`src/hw/rtl/wst_pkg.sv`:
```
// ----------------------------------------------------------------------------
// wst_pkg
// Types, field layouts and helpers shared by the weekly schedule table.
// ----------------------------------------------------------------------------
`timescale 1ns / 1ps
`default_nettype none

package wst_pkg;

  localparam int unsigned ENTRY_W = 20;
  localparam int unsigned POS_W   = 6;
  localparam int unsigned IN_W    = 48;
  localparam int unsigned OUT_W   = 24;

  typedef enum logic [1:0] {
    ACT_INSERT = 2'd0,
    ACT_DELETE = 2'd1,
    ACT_CLEAR  = 2'd2,
    ACT_NOP    = 2'd3
  } action_e;

  // Input request, last member in the lowest bits.
  typedef struct packed {
    logic [5:0] now_second;
    logic [5:0] now_minute;
    logic [4:0] now_hour;
    logic [2:0] now_weekday;
    logic [5:0] entry_second;
    logic [5:0] entry_minute;
    logic [4:0] entry_hour;
    logic [2:0] entry_weekday;
    logic [5:0] position;
    logic [1:0] action;
  } in_item_t;

  typedef struct packed {
    logic [5:0] pad;
    logic [5:0] passed_count;
    logic [4:0] next_position;
    logic [5:0] entry_count;
    logic       status;
  } out_item_t;

  typedef enum logic [1:0] {
    RD_IDX     = 2'd0,
    RD_IDX_DEC = 2'd1,
    RD_IDX_INC = 2'd2
  } rd_sel_e;

  // Commands from the controller to the datapath.
  typedef struct packed {
    logic    load;
    logic    clear;
    logic    set_err;
    logic    ins_setup;
    logic    del_setup;
    logic    idx_dec;
    logic    idx_inc;
    logic    rd_en;
    rd_sel_e rd_sel;
    logic    wr_shift;
    logic    wr_item;
    logic    cnt_dec;
    logic    scan_init;
    logic    scan_hit;
    logic    scan_miss;
    logic    publish;
  } cmd_t;

  // Status from the datapath to the controller.
  typedef struct packed {
    action_e action;
    logic    err;
    logic    idx_gt_pos;
    logic    pos_in_range;
    logic    del_more;
    logic    cnt_zero;
    logic    entry_ge_now;
    logic    scan_last;
  } sts_t;

  // Weekday, hour, minute and second packed so that an unsigned compare of
  // the words orders the times within a week.
  function automatic logic [ENTRY_W-1:0] pack_time(input logic [2:0] wd,
                                                   input logic [4:0] hr,
                                                   input logic [5:0] mi,
                                                   input logic [5:0] se);
    return {wd, hr, mi, se};
  endfunction

endpackage

`default_nettype wire

```
`src/hw/rtl/weekly_schedule_table.sv`:
```
// ----------------------------------------------------------------------------
// weekly_schedule_table
// Ordered table of weekly time entries with insert, delete and clear, and a
// search for the next entry due after every insert and delete.
//
//   Channel   Dir  Fields (tdata, lowest bit first)
//   s_axis    in   action, position, entry weekday/hour/minute/second,
//                  now weekday/hour/minute/second
//   m_axis    out  status, entry_count, next_position, passed_count
//
// One request at a time; each entry moved or scanned takes a read step and then
// a write or compare step. An insert or a delete shifts the entries it moves,
// then scans for the next entry due; clear, the unused code and refused
// requests go straight to the result. A new request is taken while a result
// still waits, and its own result is held until that one is taken. Reset clears
// the count, scan and error state, but not the entry memory.
// ----------------------------------------------------------------------------
`timescale 1ns / 1ps
`default_nettype none

module weekly_schedule_table #(
  parameter int unsigned TABLE_DEPTH = 32
) (
  input  wire logic                      clk_i,
  input  wire logic                      rst_ni,
  input  wire logic                      s_axis_tvalid,
  output logic                           s_axis_tready,
  // action, position, entry_weekday, entry_hour, entry_minute, entry_second,
  // now_weekday, now_hour, now_minute, now_second
  input  wire logic [wst_pkg::IN_W-1:0]  s_axis_tdata,
  output logic                           m_axis_tvalid,
  input  wire logic                      m_axis_tready,
  // status, entry_count, next_position, passed_count, zero padding
  output logic      [wst_pkg::OUT_W-1:0] m_axis_tdata
);

  wst_pkg::cmd_t cmd;
  wst_pkg::sts_t sts;

  wst_ctrl u_ctrl (
    .clk_i      (clk_i),
    .rst_ni     (rst_ni),
    .s_tvalid_i (s_axis_tvalid),
    .s_tready_o (s_axis_tready),
    .m_tready_i (m_axis_tready),
    .m_tvalid_o (m_axis_tvalid),
    .sts_i      (sts),
    .cmd_o      (cmd)
  );

  wst_datapath #(
    .TABLE_DEPTH (TABLE_DEPTH)
  ) u_datapath (
    .clk_i      (clk_i),
    .rst_ni     (rst_ni),
    .cmd_i      (cmd),
    .sts_o      (sts),
    .in_data_i  (s_axis_tdata),
    .out_data_o (m_axis_tdata)
  );

endmodule

`default_nettype wire

```
`src/hw/rtl/wst_datapath.sv`:
```
// ----------------------------------------------------------------------------
// wst_datapath
// Entry memory, count and scan registers, and the compares the controller
// steers by.
// ----------------------------------------------------------------------------
`timescale 1ns / 1ps
`default_nettype none

module wst_datapath #(
  parameter int unsigned TABLE_DEPTH = 32
) (
  input  wire logic                       clk_i,
  input  wire logic                       rst_ni,
  input  wire wst_pkg::cmd_t              cmd_i,
  output wst_pkg::sts_t                   sts_o,
  input  wire logic [wst_pkg::IN_W-1:0]   in_data_i,
  output logic      [wst_pkg::OUT_W-1:0]  out_data_o
);

  localparam int unsigned IW   = $clog2(TABLE_DEPTH);
  localparam int unsigned CW   = $clog2(TABLE_DEPTH + 1);
  localparam int unsigned CMPW = (CW > wst_pkg::POS_W) ? CW : wst_pkg::POS_W;
  localparam int unsigned NW   = (IW > 5) ? IW : 5;

  wst_pkg::in_item_t           in_item;
  wst_pkg::out_item_t          out_item;

  wst_pkg::action_e            act_q;
  logic [wst_pkg::POS_W-1:0]   pos_q;
  logic [wst_pkg::ENTRY_W-1:0] item_q;
  logic [wst_pkg::ENTRY_W-1:0] now_q;
  logic [wst_pkg::ENTRY_W-1:0] rd_q;
  logic [wst_pkg::OUT_W-1:0]   out_q;
  logic [CW-1:0]               cnt_q;
  logic [CW-1:0]               pas_q;
  logic [IW-1:0]               nxt_q;
  logic [IW-1:0]               idx_q;
  logic                        err_q;
  logic [wst_pkg::ENTRY_W-1:0] mem_q [TABLE_DEPTH];

  logic [CMPW-1:0] pos_ext;
  logic [CMPW-1:0] cnt_ext;
  logic [CMPW-1:0] pas_ext;
  logic [NW-1:0]   nxt_ext;
  logic [CW-1:0]   idx_p1;
  logic [CW-1:0]   new_cnt_m1;
  logic            cnt_full;
  logic [IW-1:0]   rd_addr;
  logic [IW-1:0]   pos_addr;

  assign in_item  = wst_pkg::in_item_t'(in_data_i);
  assign pos_ext  = CMPW'(pos_q);
  assign cnt_ext  = CMPW'(cnt_q);
  assign pas_ext  = CMPW'(pas_q);
  assign nxt_ext  = NW'(nxt_q);
  assign idx_p1   = CW'(idx_q) + CW'(1);
  assign cnt_full = (cnt_q == CW'(TABLE_DEPTH));
  assign pos_addr = pos_ext[IW-1:0];

  // On a full table the count stays, so the top slot is the old last one.
  assign new_cnt_m1 = cnt_full ? (cnt_q - CW'(1)) : cnt_q;

  always_comb begin
    sts_o.action       = act_q;
    sts_o.err          = ((act_q == wst_pkg::ACT_INSERT) && (cnt_q != '0) &&
                          (pos_ext > cnt_ext)) ||
                         ((act_q == wst_pkg::ACT_DELETE) && (pos_ext >= cnt_ext));
    sts_o.idx_gt_pos   = (CMPW'(idx_q) > pos_ext);
    sts_o.pos_in_range = (pos_ext < CMPW'(TABLE_DEPTH));
    sts_o.del_more     = (idx_p1 < cnt_q);
    sts_o.cnt_zero     = (cnt_q == '0);
    sts_o.entry_ge_now = (rd_q >= now_q);
    sts_o.scan_last    = (idx_p1 >= cnt_q);
  end

  always_comb begin
    case (cmd_i.rd_sel)
      wst_pkg::RD_IDX_DEC: rd_addr = idx_q - IW'(1);
      wst_pkg::RD_IDX_INC: rd_addr = idx_q + IW'(1);
      default:             rd_addr = idx_q;
    endcase
  end

  // Entry memory: one read and one write port, read data registered.
  always_ff @(posedge clk_i) begin
    if (cmd_i.rd_en) begin
      rd_q <= mem_q[rd_addr];
    end
    if (cmd_i.wr_shift) begin
      mem_q[idx_q] <= rd_q;
    end else if (cmd_i.wr_item) begin
      mem_q[pos_addr] <= item_q;
    end
  end

  // Request operands, held for the whole operation save the position noted below.
  always_ff @(posedge clk_i) begin
    if (cmd_i.load) begin
      act_q  <= wst_pkg::action_e'(in_item.action);
      pos_q  <= in_item.position;
      item_q <= wst_pkg::pack_time(in_item.entry_weekday, in_item.entry_hour,
                                   in_item.entry_minute, in_item.entry_second);
      now_q  <= wst_pkg::pack_time(in_item.now_weekday, in_item.now_hour,
                                   in_item.now_minute, in_item.now_second);
    end else if (cmd_i.ins_setup && (cnt_q == '0)) begin
      // An insert into an empty table always lands in slot 0.
      pos_q <= '0;
    end
  end

  always_ff @(posedge clk_i) begin
    if (cmd_i.ins_setup) begin
      idx_q <= new_cnt_m1[IW-1:0];
    end else if (cmd_i.del_setup) begin
      idx_q <= pos_addr;
    end else if (cmd_i.scan_init) begin
      idx_q <= '0;
    end else if (cmd_i.idx_dec) begin
      idx_q <= idx_q - IW'(1);
    end else if (cmd_i.idx_inc) begin
      idx_q <= idx_q + IW'(1);
    end
  end

  always_ff @(posedge clk_i or negedge rst_ni) begin
    if (!rst_ni) begin
      cnt_q <= '0;
      nxt_q <= '0;
      pas_q <= '0;
      err_q <= 1'b0;
    end else begin
      if (cmd_i.load) begin
        err_q <= 1'b0;
      end else if (cmd_i.set_err) begin
        err_q <= 1'b1;
      end

      if (cmd_i.clear) begin
        cnt_q <= '0;
      end else if (cmd_i.ins_setup) begin
        cnt_q <= new_cnt_m1 + CW'(1);
      end else if (cmd_i.cnt_dec) begin
        cnt_q <= cnt_q - CW'(1);
      end

      if (cmd_i.clear || cmd_i.scan_init) begin
        nxt_q <= '0;
        pas_q <= '0;
      end else if (cmd_i.scan_hit) begin
        nxt_q <= idx_q;
        pas_q <= CW'(idx_q);
      end else if (cmd_i.scan_miss) begin
        // Every entry lies in the past: wrap to the first one.
        nxt_q <= '0;
        pas_q <= cnt_q;
      end
    end
  end

  always_comb begin
    out_item.pad           = '0;
    out_item.passed_count  = pas_ext[5:0];
    out_item.next_position = nxt_ext[4:0];
    out_item.entry_count   = cnt_ext[5:0];
    out_item.status        = err_q;
  end

  always_ff @(posedge clk_i) begin
    if (cmd_i.publish) begin
      out_q <= out_item;
    end
  end

  assign out_data_o = out_q;

endmodule

`default_nettype wire

```
`src/hw/rtl/wst_ctrl.sv`:
```
// ----------------------------------------------------------------------------
// wst_ctrl
// Sequencer for the schedule table: decodes a request, steps the shifts
// and the scan one entry at a time, and hands the result to the output.
// ----------------------------------------------------------------------------
`timescale 1ns / 1ps
`default_nettype none

module wst_ctrl (
  input  wire logic          clk_i,
  input  wire logic          rst_ni,
  input  wire logic          s_tvalid_i,
  output logic               s_tready_o,
  input  wire logic          m_tready_i,
  output logic               m_tvalid_o,
  input  wire wst_pkg::sts_t sts_i,
  output wst_pkg::cmd_t      cmd_o
);

  typedef enum logic [3:0] {
    S_IDLE,
    S_DECIDE,
    S_INS_CHK,
    S_INS_MOVE,
    S_INS_PUT,
    S_DEL_CHK,
    S_DEL_MOVE,
    S_SCAN_INIT,
    S_SCAN_RD,
    S_SCAN_CMP,
    S_DONE
  } state_e;

  state_e state_q, state_d;
  logic   out_valid_q, out_valid_d;

  assign s_tready_o = (state_q == S_IDLE);
  assign m_tvalid_o = out_valid_q;

  always_comb begin
    state_d     = state_q;
    out_valid_d = out_valid_q && !m_tready_i;
    cmd_o       = '0;

    unique case (state_q)
      S_IDLE: begin
        if (s_tvalid_i) begin
          cmd_o.load = 1'b1;
          state_d    = S_DECIDE;
        end
      end
      S_DECIDE: begin
        if (sts_i.err) begin
          cmd_o.set_err = 1'b1;
          state_d       = S_DONE;
        end else begin
          unique case (sts_i.action)
            wst_pkg::ACT_INSERT: begin
              cmd_o.ins_setup = 1'b1;
              state_d         = S_INS_CHK;
            end
            wst_pkg::ACT_DELETE: begin
              cmd_o.del_setup = 1'b1;
              state_d         = S_DEL_CHK;
            end
            wst_pkg::ACT_CLEAR: begin
              cmd_o.clear = 1'b1;
              state_d     = S_DONE;
            end
            wst_pkg::ACT_NOP: begin
              state_d = S_DONE;
            end
            default: begin
              state_d = S_DONE;
            end
          endcase
        end
      end
      // Insert: move entries up one slot, top first, down to the position.
      S_INS_CHK: begin
        if (sts_i.idx_gt_pos) begin
          cmd_o.rd_en  = 1'b1;
          cmd_o.rd_sel = wst_pkg::RD_IDX_DEC;
          state_d      = S_INS_MOVE;
        end else begin
          state_d = S_INS_PUT;
        end
      end
      S_INS_MOVE: begin
        cmd_o.wr_shift = 1'b1;
        cmd_o.idx_dec  = 1'b1;
        state_d        = S_INS_CHK;
      end
      S_INS_PUT: begin
        // At the very end of a full table the new entry itself falls off.
        cmd_o.wr_item = sts_i.pos_in_range;
        state_d       = S_SCAN_INIT;
      end
      // Delete: pull later entries down one slot, lowest first.
      S_DEL_CHK: begin
        if (sts_i.del_more) begin
          cmd_o.rd_en  = 1'b1;
          cmd_o.rd_sel = wst_pkg::RD_IDX_INC;
          state_d      = S_DEL_MOVE;
        end else begin
          cmd_o.cnt_dec = 1'b1;
          state_d       = S_SCAN_INIT;
        end
      end
      S_DEL_MOVE: begin
        cmd_o.wr_shift = 1'b1;
        cmd_o.idx_inc  = 1'b1;
        state_d        = S_DEL_CHK;
      end
      S_SCAN_INIT: begin
        cmd_o.scan_init = 1'b1;
        state_d         = sts_i.cnt_zero ? S_DONE : S_SCAN_RD;
      end
      S_SCAN_RD: begin
        cmd_o.rd_en  = 1'b1;
        cmd_o.rd_sel = wst_pkg::RD_IDX;
        state_d      = S_SCAN_CMP;
      end
      S_SCAN_CMP: begin
        if (sts_i.entry_ge_now) begin
          cmd_o.scan_hit = 1'b1;
          state_d        = S_DONE;
        end else if (sts_i.scan_last) begin
          cmd_o.scan_miss = 1'b1;
          state_d         = S_DONE;
        end else begin
          cmd_o.idx_inc = 1'b1;
          state_d       = S_SCAN_RD;
        end
      end
      S_DONE: begin
        // Wait here only while an earlier result is still not taken.
        if (!out_valid_q || m_tready_i) begin
          cmd_o.publish = 1'b1;
          out_valid_d   = 1'b1;
          state_d       = S_IDLE;
        end
      end
      default: begin
        state_d = S_IDLE;
      end
    endcase
  end

  always_ff @(posedge clk_i or negedge rst_ni) begin
    if (!rst_ni) begin
      state_q     <= S_IDLE;
      out_valid_q <= 1'b0;
    end else begin
      state_q     <= state_d;
      out_valid_q <= out_valid_d;
    end
  end

endmodule

`default_nettype wire

```
`config.mk`:
```
export PLATFORM = sky130hd
export DESIGN_NAME = weekly_schedule_table
export DESIGN_NICKNAME = d
export VERILOG_FILES = /design/src/hw/rtl/wst_pkg.sv /design/src/hw/rtl/weekly_schedule_table.sv /design/src/hw/rtl/wst_datapath.sv /design/src/hw/rtl/wst_ctrl.sv
export SDC_FILE = /design/constraint.sdc
export NUM_CORES = 1
export LEC_CHECK = 0
export ABC_AREA = 1
export BUFFER_PORTS_ARGS = -buffer_cell sky130_fd_sc_hd__buf_4
export CORE_ASPECT_RATIO = 1.4
export CORE_UTILIZATION = 48
export CTS_BUF_LIST = sky130_fd_sc_hd__clkbuf_8 sky130_fd_sc_hd__clkbuf_16
export DETAILED_ROUTE_END_ITERATION = 10
export SYNTH_ARGS = -nofsm -noshare
export SYNTH_HDL_FRONTEND = slang
export SYNTH_SLANG_ARGS = --single-unit
```
`constraint.sdc`:
```
create_clock -name clk_i -period 4.7 [get_ports clk_i]
set_input_delay 0.235 -clock clk_i [delete_from_list [all_inputs] [get_ports clk_i]]
set_output_delay 0.235 -clock clk_i [all_outputs]
set_load 0.005 [all_outputs]
```
==> out/qor.txt, run 1 <==
IO Pins: 78
status: complete, no violations
Pre-antenna DRT Iters: 6
clk sinks: 754
max_cap viols: 0
Met1 Wirelength: 35,800 um
reg2reg path depth: 23
Fin Setup TNS: 0 ns
Worst Tran Pin Value: 1.06 ns
post-synthesis sequential area ratio: 67.3%
max-slew violation count: 0
largest net degree at the start of global routing: 100
Final min period: 4.34 ns
via count: 23,200
highest routed layer: met4
final hold violations: 0
Final WS setup: 0.357 ns
CTS Buf Count: 74
fillers: 5,865
most frequent cells in the layout: nand2_1, edfxtp_1, nand3_1
# DRC: 0
GRT overflow: 0
vias in the first global route: 22,500
r2r startpoint: u_datapath.idx_q[0]
global-route usage over all layers: 26.4%
Synth Register Bits: 754
Place WS: 0.0791 ns
most common cell after layout, fill and taps aside: nand2_1
clk_lat worst skew: 0.62 ns
CTS max path bufs: 3
number of synthesized flops with an enable pin: 731
die width: 225 um
NumNets Final: 3,258
commonest register cell after synthesis: edfxtp_1
Die Ht: 314 um
Crit path arrival time: 4.70 ns
antenna-violating nets left: 0
clock skew: 0.0265 ns
drt wl/cell: 22.4 um
first-pass GRT wire length: 139,000 um
met2 WL post-DR: 47,700 um
Routed Wire Length: 92,800 um
htree depth: 3
Final HPWL DP: 55,600 um
Crit. End Element: register
critical path startpoint: u_datapath.idx_q[0]
RSZ-0062 raised after global routing: false
Final period util: 92.4%
post-synth cell types: 35
buffers added on ports: 71
Row Count: 114
Slew headroom: 29.6%
Async SR Flop Fraction: 3.05%
share of cells above drive strength 1: 10.1%
met3 WL post-DR: 5400 um
synthesized area: 0.0335 sq mm
routability cong.: 0.888
Initial Utilization: 48.5%
initial antenna violation count: 1
maximum VDD drop: 578 uV
PwrDens: 700 mW/mm^2
Worst EP required: 5.06 ns
synthesized area per cell: 11.0 sq um
die area: 0.0708 sq mm
total power: 0.0268 W
YS warnings: 0
Clock transition at path regs: 0.06 ns
Syn Inst Count: 3,050
synth-to-layout area growth: 14.5%
Hold Crit Class: in -> async
Multi-input gate area: 0.00913 sq mm
setup violators final: 0
crit-path max FO: 55
Leak: 15.2 nW
CORE AREA: 0.0690 sq mm
crit path kind: reg -> reg
CTS tree: yes
kind of start point of the critical path: register
Max Clock Freq: 230 MHz
vias per inst: 5.59
Sequential Area: 0.0225 sq mm
clock tree root driver cell: clkbuf_16
DRT iter0 DRCs: 1,939
==> through the flow <==
step / utilization, % / area [sq um] / std cells / hold slack (ns)
finish: 55.5 / 38300 / 4143 / 0.0624
global route: 55.5 / 38300 / 4143 / 0.0725
CTS: 55.4 / 38200 / 4138 / 0.0425
detailed placement: 51.3 / 35400 / 3959 / 0.157
global placement: 51.3 / 35400 / 3959 / 0.150
floorplan: - / 33500 / 3055 / -0.0606
==> what timing repair did <==
action / 4_1_cts / 5_1_grt
setup endpoints to repair: 0 / 20
hold buffers: 51 / 0
resized for setup: 0 / 8
setup buffers: 0 / 4
hold endpoints to repair: 73 / 0
==> sequential cells by signal, summed over array words and instances (netlist names) <==
register	cells
u_datapath.cnt_ext	6
u_datapath.mem_q	640
u_datapath.err_q	1
u_datapath.pas_ext	6
u_datapath.idx_q	5
u_ctrl.state_q	4
u_datapath.nxt_ext	5
u_datapath.pos_ext	6
u_datapath.out_data_o	18
u_datapath.act_q	2
u_datapath.item_q	20
u_ctrl.m_tvalid_o	1
u_datapath.rd_q	20
u_datapath.now_q	20
==> critical path, stage by stage (launching register included) <==
cell,delay [ns]
edfxtp_1,0.50
ha_1,0.27
nand3_1,0.12
xor2_2,0.19
ha_1,0.25
nand2_1,0.07
nor2_1,0.06
o21ai_0,0.09
o211ai_1,0.19
nor3_2,0.18
inv_1,0.09
ha_1,0.41
nor2_2,0.18
o21ai_4,0.13
nand2_4,0.16
buf_12,0.18
buf_16,0.22
nand2_1,0.10
o211ai_1,0.11
nand3_1,0.11
nand3_1,0.12
nand2_1,0.11
nand2_1,0.12
nand2_1,0.07
==> final cells by class <==
type / instances / area share, %
sequential: 754 / 58.8
multi-input combinational: 1814 / 23.8
timing repair buffer: 208 / 5.21
clock buffer: 77 / 5.00
inverter: 310 / 3.06
tap: 928 / 3.03
clock inverter: 51 / 1.07
antenna: 1 / 0.00653
==> cell families after synthesis <==
logic type	count (synthesis)	synth area share, %
adders and majority gates	44	1.64
AOI/OAI and AO/OA	123	2.39
DFF	754	67.3
other	1	0.0112
buffers and inverters	487	5.90
xor gates and xnor gates	10	0.262
muxes	19	0.639
and+or+nand+nor	1612	21.8
==> per-layer routing <==
layer | GRT usage [%] | vias to the layer above
met5 | 0 | -
met4 | 12.3 | 0
met3 | 2.88 | 183
met2 | 46.7 | 877
met1 | 32.3 | 11400
li1 | - | 10700
==> where the power goes <==
part	leakage [nW]	total [W]	internal (W)	switching [W]
clock	1.20	0.00579	0.00328	0.00251
combinational	7.12	0.0116	0.00335	0.00822
sequential	6.90	0.00947	0.00907	0.000406
==> cells in the mapped netlist, types with 3 or more instances <==
cell type    n  area share (%)
a21oi_1     19            0.28
mux2_2      19            0.64
nor2_1      86            0.96
clkbuf_1    80            0.90
dfrtp_1     23             1.7
buf_2       78             1.2
edfxtp_1   731              66
buf_1        6           0.067
ha_1        44             1.6
o21bai_1     3           0.067
nand3_1    548             8.2
o21ai_0     29            0.43
nand2_1    820             9.2
nand4_1     11            0.21
nand3b_1   140             3.1
xor2_1       9            0.24
inv_1      308             3.5
o211ai_1    65             1.5
buf_4       11            0.25
==> final timing paths <==
path                                                  end  slack, ns
worst max-delay path                  u_datapath.rd_q[17]       0.36
worst min-delay path                u_datapath.nxt_ext[4]       0.06
worst max register to register        u_datapath.rd_q[17]       0.36
worst min register to register  u_datapath.out_data_o[12]       0.45
max in group asynchronous               u_ctrl.state_q[2]       4.39
min in group clk_i                   u_datapath.item_q[3]       0.34
No activity file was read; power rests on OpenSTA's default activity.
==> inputs of run 2 (changes only) <==
BUFFER_PORTS_ARGS = default   (was -buffer_cell sky130_fd_sc_hd__buf_4)
DONT_BUFFER_PORTS = 1   (was default)
PLACE_DENSITY_LB_ADDON = 0.25   (was default)
==> run 2 against run 1 <==
  * Maximum frequency is 3.3% lower
  * Register-to-register slack got worse by 0.15 ns
  * Sequential share of layout area grew 0.94 points
  * First-iteration DRC count increased by 11%
  * Total power decreased by 1.2%
  * Critical path depth unchanged
  * Clock-buffer cell count decreased by 1
  * Sequential power about the same
  * Critical endpoint is now u_datapath.rd_q[6]
  * Clock skew grew 0.0048 ns
==> out/qor.txt, run 2 (synthesis gave the netlist of run 1 again) <==
slowest CP cell: edfxtp_1
global-route usage over all layers: 25.9%
synth-to-layout area growth: 12.7%
initial antenna violation count: 5
max reg flops: 640
Final WS setup: 0.210 ns
clock skew: 0.0313 ns
setup violators final: 0
met2 Usage GRT: 44.2%
Global Route met3 Usage: 3.62%
IO Pins: 78
die area: 0.0708 sq mm
share of cells above drive strength 1: 7.96%
Worst EP required: 5.08 ns
Hold Crit Depth: 2
Most flops, register: u_datapath.mem_q
status: complete, no violations
final hold violations: 0
clk_lat worst skew: 0.63 ns
Final min period: 4.49 ns
GRT busiest layer: met2
NumNets Final: 3,185
CTS Buf Count: 71
Place WS: 0.0749 ns
Multi-input gate area: 0.00914 sq mm
Slew headroom: 32.5%
Sequential Area: 0.0225 sq mm
Max Clock Freq: 223 MHz
crit-path max FO: 50
Leak: 14.8 nW
fillers: 5,836
most common cell after layout, fill and taps aside: nand2_1
clock tree root driver cell: clkbuf_16
Final HPWL DP: 55,000 um
CORE AREA: 0.0690 sq mm
CTS tree: yes
GRT overflow: 0
htree depth: 3
via count: 22,800
Initial Utilization: 48.5%
drt wl/cell: 22.1 um
antenna-violating nets left: 0
die width: 225 um
reg2reg path depth: 23
M1 GR Usage: 32.2%
clk sinks: 754
Top delay family on crit path: simple AND/OR/NAND/NOR gates
Crit. End Element: register
Final period util: 95.5%
PwrDens: 703 mW/mm^2
DRT iter0 DRCs: 2,148
buffers added on ports: 0
Worst Tran Pin Value: 1.00 ns
most frequent cells in the layout: nand2_1, edfxtp_1, nand3_1
Die Ht: 314 um
CP Cell Sequence: nand4_1 -> nand2_1 -> inv_1 -> ha_1 -> nand2_1 -> nor2_1 -> o21ai_0 -> o211ai_1 -> nor3_2 -> inv_1 -> ha_1 -> nor2_1 -> o21ai_4 -> nand2_4 -> buf_12 -> buf_16 -> nand2_1 -> o211ai_1 -> nand3_1 -> nand3_1 -> nand2_1 -> nand2_1 -> nand2_1
# DRC: 0
vias per inst: 5.59
Hold Crit Class: in -> reg
Fin Setup TNS: 0 ns
Routed Wire Length: 89,900 um
max_cap viols: 0
max-slew violation count: 0
Clock transition at path regs: 0.06 ns
first-pass GRT wire length: 136,000 um
Row Count: 114
crit path kind: reg -> reg
routability cong.: 0.883
Pre-antenna DRT Iters: 5
vias in the first global route: 22,200
most frequent cell on the critical path: nand2_1
Crit. path cell count: 23
largest net degree at the start of global routing: 103
max incr delay on CP: 0.64 ns
kind of start point of the critical path: register
Buf/Inv on CP: 4
maximum VDD drop: 562 uV
Crit path arrival time: 4.87 ns
CTS max path bufs: 3
-- run 2: changes by cell type in the layout (fill, tap and decap cells not counted), sizes merged --
cell      delta
clkbuf       -1
bufinv       -1
buf         -70
clkinv       +3
clkinvlp     +1
diode        +3
inv          -6
-- run 2: final cells by class --
cell class	instances	area share, %
sequential	754	59.7
multi-input combinational	1814	24.2
clock buffer	76	4.98
timing repair buffer	138	3.90
inverter	310	3.10
tap	928	3.08
clock inverter	48	0.936
antenna	4	0.0265
-- run 2: repair_timing --
| item | 4_1_cts | 5_1_grt |
|---|---|---|
| hold buffers | 52 | 0 |
| endpoints found under the hold margin | 75 | 0 |
| resized for setup | 0 | 6 |
| buffers inserted | 0 | 1 |
| endpoints found under the setup margin | 0 | 20 |
-- run 2: worst reg2reg max path, delay by kind of cell (launching register included) --
family,cells,cell delay [ns]
AOI/OAI and AO/OA,4,0.51
and+or+nand+nor,13,1.74
DFF,1,0.64
buffers and inverters,4,0.68
adders and majority gates,2,0.69
-- run 2: through the flow --
| stage | std cells | total power, W | cell area, sq um | hold slack (ns) | util (%) |
|---|---|---|---|---|---|
| global route | 4072 | 0.0280 | 37700 | 0.0847 | 54.6 |
| finish | 4072 | 0.0265 | 37700 | 0.0443 | 54.6 |
| floorplan | 3055 | 0.0167 | 33500 | -0.0606 | - |
| detailed placement | 3891 | 0.0209 | 34900 | -0.0596 | 50.5 |
| global placement | 3891 | 0.0208 | 34900 | -0.0598 | 50.5 |
| CTS | 4067 | 0.0265 | 37700 | 0.0166 | 54.5 |
-- run 2: path summary, 6_finish.rpt --
| kind | startpoint | end | slack (ns) |
|---|---|---|---|
| max in group asynchronous | rst_ni | u_datapath.nxt_ext[4] | 4.45 |
| min in group asynchronous | rst_ni | u_datapath.pas_ext[5] | 0.09 |
| worst min-delay path | s_axis_tvalid | u_datapath.pos_ext[5] | 0.04 |
| worst max-delay path | u_datapath.idx_q[2] | u_datapath.rd_q[6] | 0.21 |
| worst min register to register | u_datapath.err_q | u_datapath.out_data_o[0] | 0.45 |
| worst max register to register | u_datapath.idx_q[2] | u_datapath.rd_q[6] | 0.21 |
-- run 2: metal layers --
metal  part of all wire (%)  wire, um  up-vias
li1                       -         -    10600
met1                     39     35000    11100
met2                     50     44900      944
met3                    6.5      5820      211
met4                    4.6      4180        0
met5                      0         0        -
-- run 2: report_power, final --
| part | total, W | switching (W) | internal (W) |
|---|---|---|---|
| sequential | 0.00947 | 0.000406 | 0.00907 |
| clock | 0.00562 | 0.00247 | 0.00315 |
| combinational | 0.0114 | 0.00810 | 0.00332 |
| total | 0.0265 | 0.0110 | 0.0155 |
